File: src/design/rvc_pkg.sv
package rvc_pkg;

    // Default data memory size in bytes
    localparam int unsigned DMEM_BYTES_DEF = 1024;

    // Item actions
    localparam logic [1:0] ACT_EXEC    = 2'd0;
    localparam logic [1:0] ACT_PRELOAD = 2'd1;
    localparam logic [1:0] ACT_READ    = 2'd2;

    // Halt causes
    localparam logic [1:0] CAUSE_NONE      = 2'd0;
    localparam logic [1:0] CAUSE_HALT_WORD = 2'd1;
    localparam logic [1:0] CAUSE_OPCODE    = 2'd2;
    localparam logic [1:0] CAUSE_R_FUNCT3  = 2'd3;

    localparam logic [31:0] HALT_WORD = 32'hFFFF_FFFF;

    // Major opcodes
    localparam logic [6:0] OP_R      = 7'h33;
    localparam logic [6:0] OP_I      = 7'h13;
    localparam logic [6:0] OP_LOAD   = 7'h03;
    localparam logic [6:0] OP_STORE  = 7'h23;
    localparam logic [6:0] OP_BRANCH = 7'h63;
    localparam logic [6:0] OP_JAL    = 7'h6F;

    // funct3 / funct7 codes
    localparam logic [2:0] F3_ADD = 3'd0;
    localparam logic [2:0] F3_XOR = 3'd4;
    localparam logic [2:0] F3_OR  = 3'd6;
    localparam logic [2:0] F3_AND = 3'd7;
    localparam logic [2:0] F3_BEQ = 3'd0;
    localparam logic [2:0] F3_BNE = 3'd1;
    localparam logic [6:0] F7_BASE = 7'h00;
    localparam logic [6:0] F7_ALT  = 7'h20;

    typedef struct packed {
        logic [1:0]  action;
        logic [31:0] instruction;
        logic [9:0]  mem_address;
        logic [31:0] mem_word;
    } in_item_t;

    typedef struct packed {
        logic [31:0] next_pc;
        logic        is_halted;
        logic [1:0]  halt_cause;
        logic        reg_write_enable;
        logic [4:0]  reg_write_index;
        logic [31:0] reg_write_value;
        logic [31:0] read_word;
    } out_item_t;

    // Register file write port
    typedef struct packed {
        logic        en;
        logic [4:0]  addr;
        logic [31:0] data;
    } rf_wr_t;

    // Data memory word request and response
    typedef struct packed {
        logic        valid;
        logic        write;
        logic [31:0] addr;
        logic [31:0] wdata;
    } dmem_req_t;

    typedef struct packed {
        logic        ready;
        logic        done;
        logic        clearing;
        logic [31:0] rdata;
    } dmem_rsp_t;

endpackage

File: src/design/rvc_regfile.sv
module rvc_regfile
    import rvc_pkg::*;
(
    input  logic        aclk,
    input  logic        aresetn,
    input  logic        rd_en,
    input  logic [4:0]  rs1_addr,
    input  logic [4:0]  rs2_addr,
    input  rf_wr_t      wr,
    output logic [31:0] rs1_data,
    output logic [31:0] rs2_data
);

    logic [31:0] ram_reg [32];
    logic [31:0] valid_reg;
    logic [31:0] rs1_data_reg;
    logic [31:0] rs2_data_reg;

    // Entries never written read as zero
    always_ff @(posedge aclk) begin
        if (!aresetn) begin
            valid_reg <= '0;
        end else if (wr.en) begin
            valid_reg[wr.addr] <= 1'b1;
        end
    end

    always_ff @(posedge aclk) begin
        if (wr.en) begin
            ram_reg[wr.addr] <= wr.data;
        end
    end

    // Synchronous read, write-first on a same-entry collision
    always_ff @(posedge aclk) begin
        if (rd_en) begin
            if (wr.en && wr.addr == rs1_addr) begin
                rs1_data_reg <= wr.data;
            end else begin
                rs1_data_reg <= valid_reg[rs1_addr] ? ram_reg[rs1_addr] : '0;
            end
            if (wr.en && wr.addr == rs2_addr) begin
                rs2_data_reg <= wr.data;
            end else begin
                rs2_data_reg <= valid_reg[rs2_addr] ? ram_reg[rs2_addr] : '0;
            end
        end
    end

    assign rs1_data = rs1_data_reg;
    assign rs2_data = rs2_data_reg;

endmodule

File: config.mk
export PLATFORM = sky130hd
export DESIGN_NAME = rvc_regfile
export DESIGN_NICKNAME = d
export VERILOG_FILES = /design/src/design/rvc_pkg.sv /design/src/design/rvc_regfile.sv
export SDC_FILE = /design/constraint.sdc
export NUM_CORES = 2
export LEC_CHECK = 0
export BUFFER_PORTS_ARGS = -buffer_cell sky130_fd_sc_hd__buf_2
export CAP_MARGIN = 15
export CORE_ASPECT_RATIO = 1.4
export CORE_UTILIZATION = 45
export CTS_CLUSTER_DIAMETER = 30
export DETAILED_ROUTE_END_ITERATION = 16
export PLACE_DENSITY_LB_ADDON = 0.1
export SLEW_MARGIN = 25
export SYNTH_ARGS = -nofsm -noshare
export SYNTH_HDL_FRONTEND = slang
export SYNTH_SLANG_ARGS = --single-unit
File: constraint.sdc
create_clock -name aclk -period 3.2 [get_ports aclk]
set_input_delay 0.64 -clock aclk [delete_from_list [all_inputs] [get_ports aclk]]
set_output_delay 0.64 -clock aclk [all_outputs]
set_load 0.1 [all_outputs]
* Word-level counts from Yosys, hierarchy flattened *
Memories as Yosys holds them, arrays and structs flattened.
Index checks and enable logic that the tools add are counted.

operators by class
  add/sub/neg operators = 0
  $mul = 0
  div/mod/pow operators = 0
  $lt $le $gt $ge = 4
  equal/unequal tests = 2
  shift operators = 0
  mux-type cells = 12
  bitwise gates (word level) = 1
  reductions and logical operators = 3

operators with widths
  cell                                                                                 count
  32-bit 2-to-1 mux                                                                    4
  32-bit bitwise OR                                                                    1
  5-bit by 6-bit < comparator with 1-bit output, second input constant                 3
  1-bit binary-select mux with 5-bit select                                            2
  5-bit == test                                                                        2
  1-bit demux with 5-bit select                                                        1
  5-bit by 1-bit greater-or-equal comparator with 1-bit output, second input constant  1
  1-bit 2-to-1 mux                                                                     5
  1-bit logical AND                                                                    3

storage, ports and cells
  bits in registers = 96
  bits in latches = 0
  bits in writable memories = 1024
  bits in read-only memories = 0
  input port bits = 51
  output and inout port bits = 64
  word-level logic and storage cells = 26
  memories = 1

memories
  name     depth  width  read ports  clocked after memory_dff  wr ports  RTL line           text
  ram_reg  32     32     2           0                         1         rvc_regfile.sv:14  logic [31:0] ram_reg [32];

* Depth between registers and ports, before layout *
  depth in word-level cells = 5
  depth in mapped cells = 10
  depth with buffers taken out = 5

* Least setup slack after synthesis *
No wires, ideal clock.

  kind = input-to-reg
  start point = input port wr[32] in the netlist's numbering
  end point = memory ram_reg[28][0], enable pin
  library setup time = 0.423 ns
  data arrival time = 2.841 ns
  data required time = 2.777 ns
  path slack = -0.064 ns
  stages on the path = 4
  buffers on the path = 2
  path through = clkbuf_1 or3b_2 clkbuf_1 nor2_1

RTL lines
  item         RTL line           text
  from (decl)  rvc_regfile.sv:9   input rf_wr_t wr,
  to (decl)    rvc_regfile.sv:14

Straight into the memory's write port.

* Worst setup path after layout *
  start point = register rs1_data_reg[30], in the netlist rs1_data[30]
  end point = output port rs1_data[30]

RTL lines
  item                    RTL line           text
  from (decl)             rvc_regfile.sv:16  logic [31:0] rs1_data_reg;
  from (signal assigned)  rvc_regfile.sv:38  rs1_data_reg <= wr.data;
  from (signal assigned)  rvc_regfile.sv:40  rs1_data_reg <= valid_reg[rs1_addr] ? ram_reg[rs1_addr] : '0;
  to (decl)               rvc_regfile.sv:10  output logic [31:0] rs1_data,

No word-level cell between the ends.

==> run metrics <==
layout cells sized above 1 0.433; crit path cell chain buf_2; DRT iter0 DRCs about 3200; max FFs per register between 1000 and 1500; Mapped Cells 2411; clock slew at reported path FFs 0.05 ns; chip width about 290 um; via count 28681; Leak around 20 nW; FF-to-FF setup slack approximately 0.90 ns; Synth area leader edfxtp_1; Clock Tree Buf Depth 3; clk_lat worst skew 0.79 ns; Buf+Inv Stages, Crit Path 1; maximum vdd ir drop between 0.6 and 0.7 mV; most frequent cells in the layout 1088 x edfxtp_1, 582 x mux4_2, 198 x clkbuf_16; starting density of the core 0.454; initial antenna violation count 7; Design Area, Final approximately 61000 um^2; DRT Pass-1 Iters 7; outcome finished clean; Netlist Area Pre-Place approximately 51000 um^2; Critical Path Sink Type output pin; r2r worst-path depth 6; Worst Path Arrival 1.77 ns; Die Area 114000 um^2; Total Routing Usage GR 0.288; Cell Count, Final, Fillers Out 4330; placed cell areas around 55000 um^2; post-CTS sizing 0; dpl hpwl between 80000 and 90000 um; WS Path Type flop to output pin; clock tree from TritonCTS built; Layout fillers about 8500; critical path depth in cells 1; Syn Nets between 2000 and 2500; final wirelength around 160000 um; Crit path max-delay family buffers and inverters; CP startpoint kind flop; I/O pins between 100 and 150; Hold Path Class input pin to flop; hold_buf cts 0; CP peak stage delay around 0.50 ns; first-pass GRT wire length roughly 230000 um; Layout Area Growth over Synthesis 21.2%; largest net degree at the start of global routing 65; ANT nets after route 0; die height between 300 and 400 um; Finish-stage setup viols 0; Psw ~9.6 mW; htree depth 4; Comb pwr share 0.075; most common cell after layout, fill and taps aside edfxtp_1; TNS Setup 0 ns; total global routing overflow 0; Multi-input gate area 16700 um^2; Wirelength per Cell roughly 37 um; area share of the largest cell type after synthesis 0.645; Highest Clock Rate around 410 MHz; syn_area_per_cell 21.0 um^2; minimum clock period 2.41 ns; unrepaired setup endpoints after global routing false; clock sinks 1120; # rows 145; crit-path max FO 1; DRC 0; CTS Buf Count 196; vias per cell 6.62; nets between 2000 and 3000; clock power share 0.518; Root Driver clkbuf_16; Synth area leaders edfxtp_1 65%, mux4_2 26%, a22oi_1 1.5%, dfxtp_1 1.3%, clkbuf_1 0.90%; slowest CP cell buf_2; core area 112000 um^2; GP Congestion roughly 0.79; synth unique cells 41; hold path cells 1; Syn. warnings 0; Hold Fails Final Rpt 0; Slew Viols, Final 0; Critical Path RT 2.56 ns; Buffers on Ports approximately 110; vias in the first global route 30550; Reg power frac 0.406; Slew HR 0.537; worst slew pin tran 0.695 ns; Yosys reg bits 1120; Power Density between 600 and 700 nW/um^2; internal power between 30 and 40 mW; Sequential Area between 30000 and 40000 um^2; Post-CTS Setup Bufs 0; Final Skew about 0.028 ns; Placed Cells between 3000 and 4000; post-synthesis sequential area ratio 0.658; fin crit share 0.753; Max Cap Viol 0; Sw Share 0.236
## area by class of cell
class	count	share of cell area
diodes	1	0.0000408
clock buffers	216	0.0820
clock inverters	150	0.0269
inverters	4	0.000265
multi-input cells	1087	0.272
flip-flops and latches	1120	0.543
well taps	1470	0.0300
repair buffers	282	0.0458
## routing by layer
metal	track usage	share of wire	wire length (um)	up-vias
met5	0	0.00027	44	-
met4	0.127	0.045	7180	6
met3	0.0517	0.069	11100	368
met2	0.496	0.52	83400	1436
met1	0.357	0.37	59300	15613
li1	-	-	-	11258
## logic make-up after synthesis
family,share of synthesized area
DFF,0.658
muxes,0.267
AOI/OAI and AO/OA,0.0330
and+or+nand+nor,0.0229
buffers and inverters,0.0174
xor gates and xnor gates,0.00173
## stage by stage
| step | hold WS (ns) | worst slack, ns | total power [mW] | util |
|---|---|---|---|---|
| floorplan | 0.452 | -0.0638 | 18.7 | - |
| global placement | 0.463 | 0.212 | 19.8 | 0.490 |
| detailed placement | 0.473 | 0.150 | 19.8 | 0.490 |
| CTS | 0.299 | 0.749 | 40.8 | 0.550 |
| global route | 0.317 | 0.778 | 41.5 | 0.550 |
| finish | 0.335 | 0.790 | 40.5 | 0.550 |
## power groups by stage
stage	Combinational, mW	Sequential, mW	Clock, mW
2_1_floorplan	1.55	17.1	0
3_3_place_gp	3.05	16.7	0
3_5_place_dp	3.08	16.7	0
4_1_cts	3.08	16.5	21.2
5_1_grt	3.19	16.5	21.8
6_report	3.05	16.5	21.0
## synthesized netlist by cell type, drive strengths merged
cell        n
a21o        2
a21oi       6
a221oi      4
a22o        1
a22oi      98
a2bb2oi     2
a32o       32
a41o        1
and2        1
and3        2
buf        78
clkbuf    122
dfxtp      32
edfxtp   1088
inv         4
mux2        1
mux2i      41
mux4      582
nand2      98
nand2b      2
nand3       5
nand3b     38
nand4      33
nor2       38
nor2b       3
nor3        2
nor4        2
o2111ai     2
o21a       36
o21ai      31
o22a        1
o31ai       2
o32a        3
or2         4
or3         1
or3b        3
xnor2       2
xor2        8
## path summary, 6_finish.rpt
path | start | endpoint
setup / recovery | rs1_data[30] | rs1_data[30]
hold / removal | rd_en | rs2_data[27]
setup reg to reg | valid_reg[25] | rs1_data[24]
hold reg to reg | valid_reg[21] | valid_reg[21]
(Power assumes the default switching activity.)
